===== config.mk =====
export PLATFORM = sky130hd
export DESIGN_NAME = triangle_span_rasterizer
export DESIGN_NICKNAME = d
export VERILOG_FILES = /design/src/sv/tsr_pkg.sv /design/src/sv/tsr_div.sv /design/src/sv/triangle_span_rasterizer.sv
export SDC_FILE = /design/constraint.sdc
export NUM_CORES = 2
export LEC_CHECK = 0
export BUFFER_PORTS_ARGS = -buffer_cell sky130_fd_sc_hd__buf_2
export CORE_ASPECT_RATIO = 0.7
export CORE_MARGIN = 5
export CORE_UTILIZATION = 55
export CTS_CLUSTER_DIAMETER = 30
export DETAILED_ROUTE_END_ITERATION = 10
export PLACE_DENSITY = 0.72
export REMOVE_ABC_BUFFERS = 1
export SYNTH_ARGS = -nofsm -noshare
export SYNTH_HDL_FRONTEND = slang
export SYNTH_SLANG_ARGS = --single-unit

===== constraint.sdc =====
create_clock -name clk -period 29.2 [get_ports clk]
set_input_delay 5.84 -clock clk [delete_from_list [all_inputs] [get_ports clk]]
set_output_delay 5.84 -clock clk [all_outputs]
set_load 0.01 [all_outputs]

===== src/sv/tsr_pkg.sv =====
// tsr_pkg: shared constants for the triangle span rasterizer.
// No dependencies; imported by the rasterizer top level.
package tsr_pkg;

	localparam int CLIP_W  = 11;
	localparam int COLOR_W = 16;
	localparam int EDGE_W  = 32;
	localparam int CFG_IDX_W = 2;

	localparam logic CMD_LOAD = 1'b0;
	localparam logic CMD_NEXT = 1'b1;

	localparam logic [CFG_IDX_W-1:0] REG_CLIP_LEFT   = 2'd0;
	localparam logic [CFG_IDX_W-1:0] REG_CLIP_RIGHT  = 2'd1;
	localparam logic [CFG_IDX_W-1:0] REG_CLIP_TOP    = 2'd2;
	localparam logic [CFG_IDX_W-1:0] REG_CLIP_BOTTOM = 2'd3;

	localparam logic [CLIP_W-1:0] CLIP_LEFT_RST   = 11'd0;
	localparam logic [CLIP_W-1:0] CLIP_RIGHT_RST  = 11'd639;
	localparam logic [CLIP_W-1:0] CLIP_TOP_RST    = 11'd0;
	localparam logic [CLIP_W-1:0] CLIP_BOTTOM_RST = 11'd479;

	typedef enum logic [1:0] {
		PH_IDLE,
		PH_MORE,
		PH_FINAL
	} phase_t;

endpackage


===== src/sv/tsr_div.sv =====
// tsr_div: iterative signed divider, one quotient bit per cycle, truncating.
// Used by the rasterizer top level; no package dependencies.
module tsr_div #(
	parameter int MAG_W = 28,
	parameter int DEN_W = 13
) (
	input  logic               clk,
	input  logic               arst_n,
	input  logic               start,
	input  logic signed [MAG_W:0] num,
	input  logic [DEN_W-1:0]   den,
	output logic               done,
	output logic signed [MAG_W:0] quo
);

	localparam int CNT_W = $clog2(MAG_W + 1);

	logic               busy_q;
	logic               done_q;
	logic               neg_q;
	logic [CNT_W-1:0]   cnt_q;
	logic [MAG_W-1:0]   dvd_q;
	logic [DEN_W-1:0]   rem_q;
	logic [DEN_W-1:0]   den_q;
	logic [DEN_W:0]     shifted;
	logic               fits;
	logic signed [MAG_W:0] num_abs;

	assign num_abs = num[MAG_W] ? -num : num;
	assign shifted = {rem_q, dvd_q[MAG_W-1]};
	assign fits    = shifted >= {1'b0, den_q};

	always_ff @(posedge clk or negedge arst_n) begin
		if (!arst_n) begin
			busy_q <= 1'b0;
			done_q <= 1'b0;
			neg_q  <= 1'b0;
			cnt_q  <= '0;
			dvd_q  <= '0;
			rem_q  <= '0;
			den_q  <= '0;
		end else begin
			done_q <= 1'b0;
			if (start) begin
				busy_q <= 1'b1;
				neg_q  <= num[MAG_W];
				dvd_q  <= num_abs[MAG_W-1:0];
				rem_q  <= '0;
				den_q  <= den;
				cnt_q  <= CNT_W'(MAG_W);
			end else if (busy_q) begin
				rem_q <= fits ? DEN_W'(shifted - {1'b0, den_q}) : shifted[DEN_W-1:0];
				dvd_q <= {dvd_q[MAG_W-2:0], fits};
				cnt_q <= cnt_q - 1'b1;
				if (cnt_q == CNT_W'(1)) begin
					busy_q <= 1'b0;
					done_q <= 1'b1;
				end
			end
		end
	end

	assign done = done_q;
	assign quo  = neg_q ? -$signed({1'b0, dvd_q}) : $signed({1'b0, dvd_q});

endmodule


===== src/sv/triangle_span_rasterizer.sv =====
// triangle_span_rasterizer: flat-shaded triangle to horizontal span converter.
// Depends on tsr_pkg and tsr_div (shared iterative divider).
//
// A load word (cmd = 0) takes three vertices and a colour and answers with one
// word that only carries the rejected flag. A next word (cmd = 1) answers with
// one span: row, clipped left/right columns, colour, a valid flag and a last
// flag; the split row of a two-half triangle comes out twice. Edges are 32-bit
// fixed point with FRAC_BITS fraction bits. Every division, on a magnitude of M =
// max(COORD_BITS + FRAC_BITS, 2*COORD_BITS + 2) bits, goes through the one shared
// divider at one quotient bit a cycle. A load divides the split column and then
// the two slopes; a flat half skips the split column and a rejected triangle skips
// every division. A next word is answered straight from the idle state, except that
// the word closing the first half is followed by a busy stretch while the second
// half's slopes are divided. The clip registers are taken on the cfg channel at any
// time (ready is held high) and read in the reject check, when a half is set up
// and when a span is clipped.
module triangle_span_rasterizer #(
	parameter int COORD_BITS = 12,
	parameter int FRAC_BITS  = 16
) (
	input  logic clk,
	input  logic arst_n,
	// configuration
	input  logic                           cfg_valid,
	output logic                           cfg_ready,
	input  logic [tsr_pkg::CFG_IDX_W-1:0]  cfg_index,
	input  logic [tsr_pkg::CLIP_W-1:0]     cfg_data,
	// input words
	input  logic                           in_valid,
	output logic                           in_ready,
	input  logic                           cmd,
	input  logic signed [COORD_BITS-1:0]   vert_a_x,
	input  logic signed [COORD_BITS-1:0]   vert_a_y,
	input  logic signed [COORD_BITS-1:0]   vert_b_x,
	input  logic signed [COORD_BITS-1:0]   vert_b_y,
	input  logic signed [COORD_BITS-1:0]   vert_c_x,
	input  logic signed [COORD_BITS-1:0]   vert_c_y,
	input  logic [tsr_pkg::COLOR_W-1:0]    fill_color,
	// result words
	output logic                           out_valid,
	input  logic                           out_ready,
	output logic [tsr_pkg::CLIP_W-1:0]     span_row,
	output logic [tsr_pkg::CLIP_W-1:0]     span_left,
	output logic [tsr_pkg::CLIP_W-1:0]     span_right,
	output logic [tsr_pkg::COLOR_W-1:0]    span_color,
	output logic                           span_valid,
	output logic                           last_span,
	output logic                           rejected
);
	import tsr_pkg::*;

	localparam int CW    = COORD_BITS;
	// row width: holds a coordinate and a clip value, signed
	localparam int RW    = ((CW > CLIP_W) ? CW : CLIP_W) + 1;
	localparam int MAG_W = ((CW + FRAC_BITS) > (2 * CW + 2)) ? (CW + FRAC_BITS) : (2 * CW + 2);
	localparam int NUM_W = MAG_W + 1;
	localparam int DEN_W = CW + 1;
	localparam int LW    = EDGE_W + 1 - FRAC_BITS;

	typedef enum logic [3:0] {
		S_IDLE, S_SORT, S_CHECK, S_NX_GO, S_NX_WAIT,
		S_DIVL_GO, S_DIVL_WAIT, S_DIVR_GO, S_DIVR_WAIT, S_ADVL, S_ADVR
	} state_t;

	state_t st_q;
	phase_t phase_q, next_phase_q;

	// clip registers
	logic [CLIP_W-1:0] cl_q, cr_q, ct_q, cb_q;

	// loaded and sorted vertices
	logic signed [CW-1:0] l_x1_q, l_y1_q, l_x2_q, l_y2_q, l_x3_q, l_y3_q;
	logic signed [CW-1:0] s_x1_q, s_y1_q, s_x2_q, s_y2_q, s_x3_q, s_y3_q;
	logic first_q, second_q, from_load_q;
	logic [COLOR_W-1:0] color_q;

	// second half, held across the first
	logic signed [CW-1:0] p_x2_q, p_y2_q, p_nx_q, p_x3_q, p_y3_q;

	// half setup
	logic signed [CW-1:0] hs_xs_q, hs_xe_q, hs_ys_q, hs_ye_q;
	logic signed [CW:0]   hs_dxl_q, hs_dxr_q;
	logic [CW-1:0]        hs_h_q;

	// edge walk
	logic [EDGE_W-1:0] edge_l_q, edge_r_q, slope_l_q, slope_r_q;
	logic signed [RW-1:0] cur_q, end_q;

	// result register
	logic               o_valid_q, o_span_q, o_last_q, o_rej_q;
	logic [CLIP_W-1:0]  o_row_q, o_left_q, o_right_q;
	logic [COLOR_W-1:0] o_color_q;

	// divider
	logic                   div_start, div_done;
	logic signed [NUM_W-1:0] div_num, div_quo;
	logic [DEN_W-1:0]       div_den;

	logic in_fire;
	assign in_fire   = in_valid && in_ready;
	assign in_ready  = (st_q == S_IDLE) && (!o_valid_q || out_ready);
	assign cfg_ready = 1'b1;

	logic signed [RW-1:0] e_cl, e_cr, e_ct, e_cb;
	assign e_cl = RW'(signed'({1'b0, cl_q}));
	assign e_cr = RW'(signed'({1'b0, cr_q}));
	assign e_ct = RW'(signed'({1'b0, ct_q}));
	assign e_cb = RW'(signed'({1'b0, cb_q}));

	function automatic logic rows_ok(input logic signed [RW-1:0] a, input logic signed [RW-1:0] b,
		input logic signed [RW-1:0] ct, input logic signed [RW-1:0] cb);
		logic signed [RW-1:0] lo, hi;
		lo = (a < ct) ? ct : a;
		hi = (b > cb) ? cb : b;
		return lo <= hi;
	endfunction

	// sort network over the loaded vertices (three compare-swaps)
	logic signed [CW-1:0] t_x1, t_y1, t_x2, t_y2, t_x3, t_y3, tmp;
	always_comb begin
		tmp = '0;
		t_x1 = l_x1_q; t_y1 = l_y1_q;
		t_x2 = l_x2_q; t_y2 = l_y2_q;
		t_x3 = l_x3_q; t_y3 = l_y3_q;
		if (t_y2 < t_y1) begin
			tmp = t_x1; t_x1 = t_x2; t_x2 = tmp;
			tmp = t_y1; t_y1 = t_y2; t_y2 = tmp;
		end
		if (t_y3 < t_y1) begin
			tmp = t_x1; t_x1 = t_x3; t_x3 = tmp;
			tmp = t_y1; t_y1 = t_y3; t_y3 = tmp;
		end
		if (t_y3 < t_y2) begin
			tmp = t_x2; t_x2 = t_x3; t_x3 = tmp;
			tmp = t_y2; t_y2 = t_y3; t_y3 = tmp;
		end
	end

	// trivial reject and row checks on sorted vertices
	logic signed [RW-1:0] e_x1, e_x2, e_x3, e_y1, e_y2, e_y3;
	logic degen, outside, re12, re23, re13;
	assign e_x1 = RW'(s_x1_q); assign e_x2 = RW'(s_x2_q); assign e_x3 = RW'(s_x3_q);
	assign e_y1 = RW'(s_y1_q); assign e_y2 = RW'(s_y2_q); assign e_y3 = RW'(s_y3_q);
	assign degen = (s_x1_q == s_x2_q && s_x2_q == s_x3_q) ||
		(s_y1_q == s_y2_q && s_y2_q == s_y3_q);
	assign outside = (e_y3 < e_ct) || (e_y1 > e_cb) ||
		(e_x1 < e_cl && e_x2 < e_cl && e_x3 < e_cl) ||
		(e_x1 > e_cr && e_x2 > e_cr && e_x3 > e_cr);
	assign re12 = rows_ok(e_y1, e_y2, e_ct, e_cb);
	assign re23 = rows_ok(e_y2, e_y3, e_ct, e_cb);
	assign re13 = rows_ok(e_y1, e_y3, e_ct, e_cb);

	// dropped triangle: degenerate, outside, or no drawable row in any half
	logic tri_drop, res_set;
	assign tri_drop = degen || outside ||
		(s_y1_q == s_y2_q && !re23) ||
		(s_y1_q != s_y2_q && s_y2_q == s_y3_q && !re13) ||
		(s_y1_q != s_y2_q && s_y2_q != s_y3_q && !re12 && !re23);
	// a result word is produced this cycle
	assign res_set = (in_fire && cmd != CMD_LOAD) ||
		(st_q == S_CHECK && tri_drop) ||
		(st_q == S_ADVR && from_load_q);

	// split column: x1 + (2*(y2-y1)*(x3-x1) + (y3-y1)) / (2*(y3-y1)), quotient truncated
	logic signed [CW:0]     nx_dy, nx_dx, nx_h;
	logic signed [2*CW+1:0] nx_prod;
	logic signed [CW-1:0]   nx;
	assign nx_dy   = (CW+1)'(s_y2_q) - (CW+1)'(s_y1_q);
	assign nx_dx   = (CW+1)'(s_x3_q) - (CW+1)'(s_x1_q);
	assign nx_h    = (CW+1)'(s_y3_q) - (CW+1)'(s_y1_q);
	assign nx_prod = nx_dy * nx_dx;
	assign nx      = CW'(NUM_W'(s_x1_q) + div_quo);

	// half setup source: A apex or first top vertex, B/C the others
	logic signed [CW-1:0] hp_a, hp_b, hp_c, hp_yt, hp_yb, hp_lo, hp_hi;
	logic signed [CW-1:0] hp_xs, hp_xe;
	logic signed [CW:0]   hp_dxl, hp_dxr, hp_h;
	logic                 hp_top;
	always_comb begin
		case (st_q)
			S_CHECK: begin
				hp_a = s_x1_q; hp_b = s_x2_q; hp_c = s_x3_q;
				hp_yt = s_y1_q; hp_yb = s_y3_q; hp_top = (s_y1_q == s_y2_q);
			end
			S_NX_WAIT: begin
				if (first_q) begin
					hp_a = s_x1_q; hp_b = nx; hp_c = s_x2_q;
					hp_yt = s_y1_q; hp_yb = s_y2_q; hp_top = 1'b0;
				end else begin
					hp_a = s_x2_q; hp_b = nx; hp_c = s_x3_q;
					hp_yt = s_y2_q; hp_yb = s_y3_q; hp_top = 1'b1;
				end
			end
			default: begin
				hp_a = p_x2_q; hp_b = p_nx_q; hp_c = p_x3_q;
				hp_yt = p_y2_q; hp_yb = p_y3_q; hp_top = 1'b1;
			end
		endcase
		if (hp_top) begin
			hp_lo = (hp_b < hp_a) ? hp_b : hp_a;
			hp_hi = (hp_b < hp_a) ? hp_a : hp_b;
			hp_xs = hp_lo;
			hp_xe = hp_hi;
			hp_dxl = (CW+1)'(hp_c) - (CW+1)'(hp_lo);
			hp_dxr = (CW+1)'(hp_c) - (CW+1)'(hp_hi);
		end else begin
			hp_lo = (hp_c < hp_b) ? hp_c : hp_b;
			hp_hi = (hp_c < hp_b) ? hp_b : hp_c;
			hp_xs = hp_a;
			hp_xe = hp_a;
			hp_dxl = (CW+1)'(hp_lo) - (CW+1)'(hp_a);
			hp_dxr = (CW+1)'(hp_hi) - (CW+1)'(hp_a);
		end
		hp_h = (CW+1)'(hp_yb) - (CW+1)'(hp_yt);
	end

	// divider operand select
	always_comb begin
		div_start = 1'b0;
		div_num   = '0;
		div_den   = '0;
		case (st_q)
			S_NX_GO: begin
				div_start = 1'b1;
				div_num   = (NUM_W'(nx_prod) <<< 1) + NUM_W'(nx_h);
				div_den   = DEN_W'(nx_h) << 1;
			end
			S_DIVL_GO: begin
				div_start = 1'b1;
				div_num   = NUM_W'(hs_dxl_q) <<< FRAC_BITS;
				div_den   = DEN_W'(hs_h_q);
			end
			S_DIVR_GO: begin
				div_start = 1'b1;
				div_num   = NUM_W'(hs_dxr_q) <<< FRAC_BITS;
				div_den   = DEN_W'(hs_h_q);
			end
			default: ;
		endcase
	end

	tsr_div #(.MAG_W(MAG_W), .DEN_W(DEN_W)) u_div (
		.clk   (clk),
		.arst_n(arst_n),
		.start (div_start),
		.num   (div_num),
		.den   (div_den),
		.done  (div_done),
		.quo   (div_quo)
	);

	// advance a half that starts above clip_top: edge += slope * rows skipped
	logic [RW-1:0]     adv_k;
	logic [EDGE_W-1:0] adv_slope, adv_prod, xs_fx, xe_fx;
	logic signed [RW-1:0] e_ys, e_ye, row_lo, row_hi;
	assign e_ys      = RW'(hs_ys_q);
	assign e_ye      = RW'(hs_ye_q);
	assign adv_k     = (e_ys < e_ct) ? RW'(e_ct - e_ys) : '0;
	assign adv_slope = (st_q == S_ADVL) ? slope_l_q : slope_r_q;
	assign adv_prod  = EDGE_W'(adv_slope * EDGE_W'(adv_k));
	assign xs_fx     = EDGE_W'(hs_xs_q) << FRAC_BITS;
	assign xe_fx     = EDGE_W'(hs_xe_q) << FRAC_BITS;
	assign row_lo    = (e_ys < e_ct) ? e_ct : e_ys;
	assign row_hi    = (e_ye > e_cb) ? e_cb : e_ye;

	// span columns: floor(edge + 0.5), then clip
	localparam logic signed [EDGE_W:0] HALF = (EDGE_W+1)'(1) <<< (FRAC_BITS - 1);
	logic signed [EDGE_W:0] lsum, rsum;
	logic signed [LW-1:0]   sp_l, sp_r, lc_l, lc_r, w_cl, w_cr;
	logic                   sp_ok;
	assign lsum = (EDGE_W+1)'(signed'(edge_l_q)) + HALF;
	assign rsum = (EDGE_W+1)'(signed'(edge_r_q)) + HALF;
	assign sp_l = LW'(lsum >>> FRAC_BITS);
	assign sp_r = LW'(rsum >>> FRAC_BITS);
	assign w_cl = LW'(signed'({1'b0, cl_q}));
	assign w_cr = LW'(signed'({1'b0, cr_q}));
	always_comb begin
		sp_ok = 1'b1;
		lc_l  = sp_l;
		lc_r  = sp_r;
		if (lc_l < w_cl) begin
			lc_l = w_cl;
			if (lc_r < w_cl) sp_ok = 1'b0;
		end
		if (sp_ok && lc_r > w_cr) begin
			lc_r = w_cr;
			if (lc_l > w_cr) sp_ok = 1'b0;
		end
		if (sp_ok && lc_l > lc_r) sp_ok = 1'b0;
	end

	always_ff @(posedge clk or negedge arst_n) begin
		if (!arst_n) begin
			st_q <= S_IDLE;
			phase_q <= PH_IDLE;
			next_phase_q <= PH_IDLE;
			cl_q <= CLIP_LEFT_RST;
			cr_q <= CLIP_RIGHT_RST;
			ct_q <= CLIP_TOP_RST;
			cb_q <= CLIP_BOTTOM_RST;
			first_q <= 1'b0;
			second_q <= 1'b0;
			from_load_q <= 1'b0;
			o_valid_q <= 1'b0;
		end else begin
			if (cfg_valid) begin
				case (cfg_index)
					REG_CLIP_LEFT:   cl_q <= cfg_data;
					REG_CLIP_RIGHT:  cr_q <= cfg_data;
					REG_CLIP_TOP:    ct_q <= cfg_data;
					REG_CLIP_BOTTOM: cb_q <= cfg_data;
					default: ;
				endcase
			end
			if (res_set) o_valid_q <= 1'b1;
			else if (out_ready) o_valid_q <= 1'b0;

			case (st_q)
				S_IDLE: begin
					if (in_fire) begin
						if (cmd == CMD_LOAD) begin
							l_x1_q <= vert_a_x; l_y1_q <= vert_a_y;
							l_x2_q <= vert_b_x; l_y2_q <= vert_b_y;
							l_x3_q <= vert_c_x; l_y3_q <= vert_c_y;
							color_q <= fill_color;
							phase_q <= PH_IDLE;
							from_load_q <= 1'b1;
							st_q <= S_SORT;
						end else if (phase_q == PH_IDLE) begin
							o_row_q <= '0; o_left_q <= '0; o_right_q <= '0;
							o_color_q <= '0; o_span_q <= 1'b0;
							o_last_q <= 1'b1; o_rej_q <= 1'b0;
						end else begin
							o_row_q   <= cur_q[CLIP_W-1:0];
							o_color_q <= color_q;
							o_left_q  <= sp_ok ? lc_l[CLIP_W-1:0] : '0;
							o_right_q <= sp_ok ? lc_r[CLIP_W-1:0] : '0;
							o_span_q  <= sp_ok;
							o_rej_q   <= 1'b0;
							// final row of the final half closes the triangle
							o_last_q  <= (cur_q >= end_q) && (phase_q != PH_MORE);
							edge_l_q <= edge_l_q + slope_l_q;
							edge_r_q <= edge_r_q + slope_r_q;
							if (cur_q >= end_q) begin
								if (phase_q == PH_MORE) begin
									// split row reached: set up the flat-top half
									hs_xs_q <= hp_xs; hs_xe_q <= hp_xe;
									hs_dxl_q <= hp_dxl; hs_dxr_q <= hp_dxr;
									hs_h_q <= (hp_h <= 0) ? CW'(1) : hp_h[CW-1:0];
									hs_ys_q <= hp_yt; hs_ye_q <= hp_yb;
									phase_q <= PH_FINAL;
									from_load_q <= 1'b0;
									st_q <= S_DIVL_GO;
								end else begin
									phase_q <= PH_IDLE;
								end
							end else begin
								cur_q <= cur_q + 1'b1;
							end
						end
					end
				end
				S_SORT: begin
					s_x1_q <= t_x1; s_y1_q <= t_y1;
					s_x2_q <= t_x2; s_y2_q <= t_y2;
					s_x3_q <= t_x3; s_y3_q <= t_y3;
					st_q <= S_CHECK;
				end
				S_CHECK: begin
					if (tri_drop) begin
						o_row_q <= '0; o_left_q <= '0; o_right_q <= '0;
						o_color_q <= '0; o_span_q <= 1'b0;
						o_last_q <= 1'b0; o_rej_q <= 1'b1;
						st_q <= S_IDLE;
					end else if (s_y1_q == s_y2_q || s_y2_q == s_y3_q) begin
						hs_xs_q <= hp_xs; hs_xe_q <= hp_xe;
						hs_dxl_q <= hp_dxl; hs_dxr_q <= hp_dxr;
						hs_h_q <= (hp_h <= 0) ? CW'(1) : hp_h[CW-1:0];
						hs_ys_q <= hp_yt; hs_ye_q <= hp_yb;
						next_phase_q <= PH_FINAL;
						st_q <= S_DIVL_GO;
					end else begin
						first_q <= re12;
						second_q <= re23;
						st_q <= S_NX_GO;
					end
				end
				S_NX_GO: st_q <= S_NX_WAIT;
				S_NX_WAIT: begin
					if (div_done) begin
						p_x2_q <= s_x2_q; p_y2_q <= s_y2_q; p_nx_q <= nx;
						p_x3_q <= s_x3_q; p_y3_q <= s_y3_q;
						hs_xs_q <= hp_xs; hs_xe_q <= hp_xe;
						hs_dxl_q <= hp_dxl; hs_dxr_q <= hp_dxr;
						hs_h_q <= (hp_h <= 0) ? CW'(1) : hp_h[CW-1:0];
						hs_ys_q <= hp_yt; hs_ye_q <= hp_yb;
						next_phase_q <= (first_q && second_q) ? PH_MORE : PH_FINAL;
						st_q <= S_DIVL_GO;
					end
				end
				S_DIVL_GO: st_q <= S_DIVL_WAIT;
				S_DIVL_WAIT: begin
					if (div_done) begin
						slope_l_q <= EDGE_W'(div_quo);
						st_q <= S_DIVR_GO;
					end
				end
				S_DIVR_GO: st_q <= S_DIVR_WAIT;
				S_DIVR_WAIT: begin
					if (div_done) begin
						slope_r_q <= EDGE_W'(div_quo);
						st_q <= S_ADVL;
					end
				end
				S_ADVL: begin
					edge_l_q <= xs_fx + adv_prod;
					st_q <= S_ADVR;
				end
				S_ADVR: begin
					edge_r_q <= xe_fx + adv_prod;
					cur_q <= row_lo;
					end_q <= row_hi;
					if (from_load_q) begin
						// load reply: accepted triangle
						phase_q <= next_phase_q;
						o_row_q <= '0; o_left_q <= '0; o_right_q <= '0;
						o_color_q <= '0; o_span_q <= 1'b0;
						o_last_q <= 1'b0; o_rej_q <= 1'b0;
					end
					st_q <= S_IDLE;
				end
				default: st_q <= S_IDLE;
			endcase
		end
	end

	assign out_valid  = o_valid_q;
	assign span_row   = o_row_q;
	assign span_left  = o_left_q;
	assign span_right = o_right_q;
	assign span_color = o_color_q;
	assign span_valid = o_span_q;
	assign last_span  = o_last_q;
	assign rejected   = o_rej_q;

endmodule


==> results by group <==
Clock network
  – Hold_buf cts: 0
  – Post-CTS Setup Repair Bufs: 0
  – TritonCTS clock tree: yes
  – Post_cts resized: 0
  – Clock root buffer: clkbuf_16
  – Htree depth: 3
  – Clock sinks: 623
  – Clk slew on worst S/H paths: 0.05 ns
  – CTS buffer count: 113
  – Max Buffers Root-to-Sink: 3
  – Clk_lat worst skew: 0.74 ns

Finish
  – Share of layout cells above drive strength 1: 9.51%
  – Area growth from synthesis to final layout: 11.1%
  – Layout Nets: 7846
  – Most frequent cells in the layout: nand2_1, inv_1, ha_1
  – Filler Cells Inserted: 9302
  – Most common cell after layout, fill and taps aside: nand2_1
  – Final cell count without fillers: 8249
  – Post-route cell area: 69000 um2

Setup path
  – Setup CP Type: in -> out
  – Critical Path End Type: output pin
  – CP arrival: 6.40 ns
  – Startpoint Class: primary input
  – Cell mode on critical path: buf_2
  – Crit path largest cell delay: 0.18 ns
  – Worst-path cell chain: buf_2 > nand2b_1 > and2_1 > buf_2
  – Slowest cell on crit path: and2_1
  – CP max FO: 3
  – Critical Path RT: 23.36 ns
  – CP delay by family, top: simple AND/OR/NAND/NOR gates
  – Crit path buf inv count: 2

Yosys
  – Yosys cell types: 117
  – Top-area cell type share of the netlist area: 24.4%
  – Area of the mapped netlist: 62100 um2
  – Seq/Total Area, Yosys: 29.2%
  – Average cell area after synthesis: 9.64 um2
  – Yosys reg bits: 623
  – EDFF count, synth: 505
  – YS warnings: 0
  – Syn Inst Count: 6440
  – Asr flop ratio synth: 18.9%
  – Main synth FF type: edfxtp_1
  – Synth area leader: edfxtp_1
  – Ranking of synthesized cells by area: edfxtp_1, fa_1, ha_1

Timing
  – RSZ-0062 raised after global routing: no
  – Max-slew violations: 0
  – Rel. slew slack: 7.91%
  – Worst Skew: 0.0463 ns
  – Setup ws final: 16.96 ns
  – Slew @ Worst Pin: 1.37 ns
  – Final hold viol count: 0
  – Max Freq: 0.0817 GHz
  – Period minus WS final: 12.24 ns
  – Part of the cycle the worst path needs: 41.9%
  – Total negative slack: 0 ns
  – Final setup fails: 0
  – Worst hold slack: 0.497 ns

Route
  – Initial DRC Count: 6511
  – Residual DRC: 0
  – Wirelength, routed: 197000 um
  – Remaining antenna violation count: 0
  – DR vias/cell: 6.17
  – DR WL/cell: 23.9 um
  – First-pass DRT Iterations: 9
  – Total number of vias: 50900

Placement
  – Place WS: 16.96 ns
  – Cell Count Post-Placement: 8032
  – Placer congestion estimate: 0.982
  – Dpl cell area: 64900 um2
  – Final HPWL DP: 156000 um
  – I/O Buffers: 160

Global routing
  – Grt ovf: 0
  – Initial antenna violation count: 9
  – Largest net degree at the start of global routing: 126
  – First-pass GRT wire length: 299000 um
  – Gr usage total: 32.6%
  – Vias in the first global route: 49200

Pwr
  – P per Cell Area: 39.0 nW/um2
  – Worst vdd ir: 0.0000533 V
  – Leak Pwr: 31.5 nW

Floorplan
  – Die area: 120000 um2
  – Die W: 412 um
  – Ports: 162
  – Die H: 291 um
  – Initial Util: 55.2%
  – # rows: 103
  – Core region area: 112000 um2

Status
  – Status: finished clean

Job
  – Max-Cap Viols: 0

Hold path
  – Hold Path Class: reg -> reg
cell type report:
| cell class | instances | area (um2) | share of cell area [%] |
|---|---|---|---|
| tap | 1522 | 1900 | 2.76 |
| clock inverter | 83 | 1090 | 1.59 |
| timing repair buffer | 262 | 1580 | 2.29 |
| inverter | 701 | 2640 | 3.82 |
| clock buffer | 129 | 2950 | 4.27 |
| antenna | 5 | 12.5 | 0.0181 |
| multi-input combinational | 4924 | 40700 | 59.0 |
| sequential | 623 | 18100 | 26.3 |
registers in the layout (all words and copies together), names as in the netlist, 13 cells and up:
name	count
span_color	16
cur_q	13
u_div.den_q	13
edge_l_q	32
hs_dxr_q	13
color_q	16
slope_l_q	29
hs_dxl_q	13
u_div.rem_q	13
edge_r_q	32
u_div.dvd_q	28
slope_r_q	29
through the flow:
step	utilization [%]	total power, W
final	61.4	0.00269
after detailed placement	57.8	0.00131
after global routing	61.4	0.00277
after global placement	57.8	0.00130
after CTS	61.4	0.00269
after floorplan	-	0.00119
metal layers:
metal,part of all wire (%),GRT usage (%),up-vias
met2,39,44.0,2811
met3,14,11.5,377
met4,2.9,8.81,6
li1,-,-,23000
met5,0.034,0.281,-
met1,44,49.1,24700
synth_stat cells, types with 10 or more instances:
library cell and count:
dfstp_2 16, a21o_1 159, edfxtp_1 505, and2_1 49, nand2b_1 106, a21oi_1 304
mux2_2 73, o21ai_0 309, o21ai_1 13, fa_1 436, buf_1 32, o41ai_1 18
nand3_1 85, nor4_1 17, mux2i_1 181, a221oi_1 10, buf_2 12, a22oi_1 21
nand2_1 710, o211ai_1 14, a31oi_1 39, a222oi_1 63, nor2b_1 89, o21a_1 84
nand4_1 65, nor3_1 78, a22o_1 25, ha_1 678, dfrtp_1 102, or3_1 34
and3_1 33, nor2_1 506, or2_2 21, o21bai_1 34, a211oi_1 52, xnor2_1 227
clkbuf_1 140, a21boi_0 51, inv_1 698, xor2_1 116, o31ai_1 32
cell families after synthesis:
logic type      Yosys count  synth area share (%)
xor+xnor                347                  4.99
buf+inv                 893                  5.50
fa+ha+maj              1114                  27.7
mux                     262                  4.41
compound gates         1337                  14.3
other cells               1               0.00604
simple gates           1863                  13.8
flops                   623                  29.2
final timing paths:
check / start / to / slack, ns / cells past startpoint
worst max register to register: ct_q[5] / edge_l_q[31] / 17.33 / 40
worst min register to register: hs_h_q[11] / u_div.den_q[11] / 0.50 / 2
worst max-delay path: out_ready / in_ready / 16.96 / 4
max in group asynchronous: arst_n / cl_q[10] / 23.33 / 2
worst min-delay path: hs_h_q[11] / u_div.den_q[11] / 0.50 / 2
min in group asynchronous: arst_n / u_div.cnt_q[1] / 5.17 / 2
power breakdown:
group,internal (W),leakage (nW),switching (W),total [W]
Clock,0.000867,1.93,0.000517,0.00138
Sequential,0.000967,6.03,0.0000208,0.000988
Combinational,0.000112,23.6,0.000206,0.000318
Total,0.00195,31.5,0.000745,0.00269
worst min-delay path, stage by stage, from the launching register on:
cell,delay [ns]
edfxtp_1,0.32
a22oi_1,0.09
nand2_1,0.06
Power figures use the tool's default switching activity.
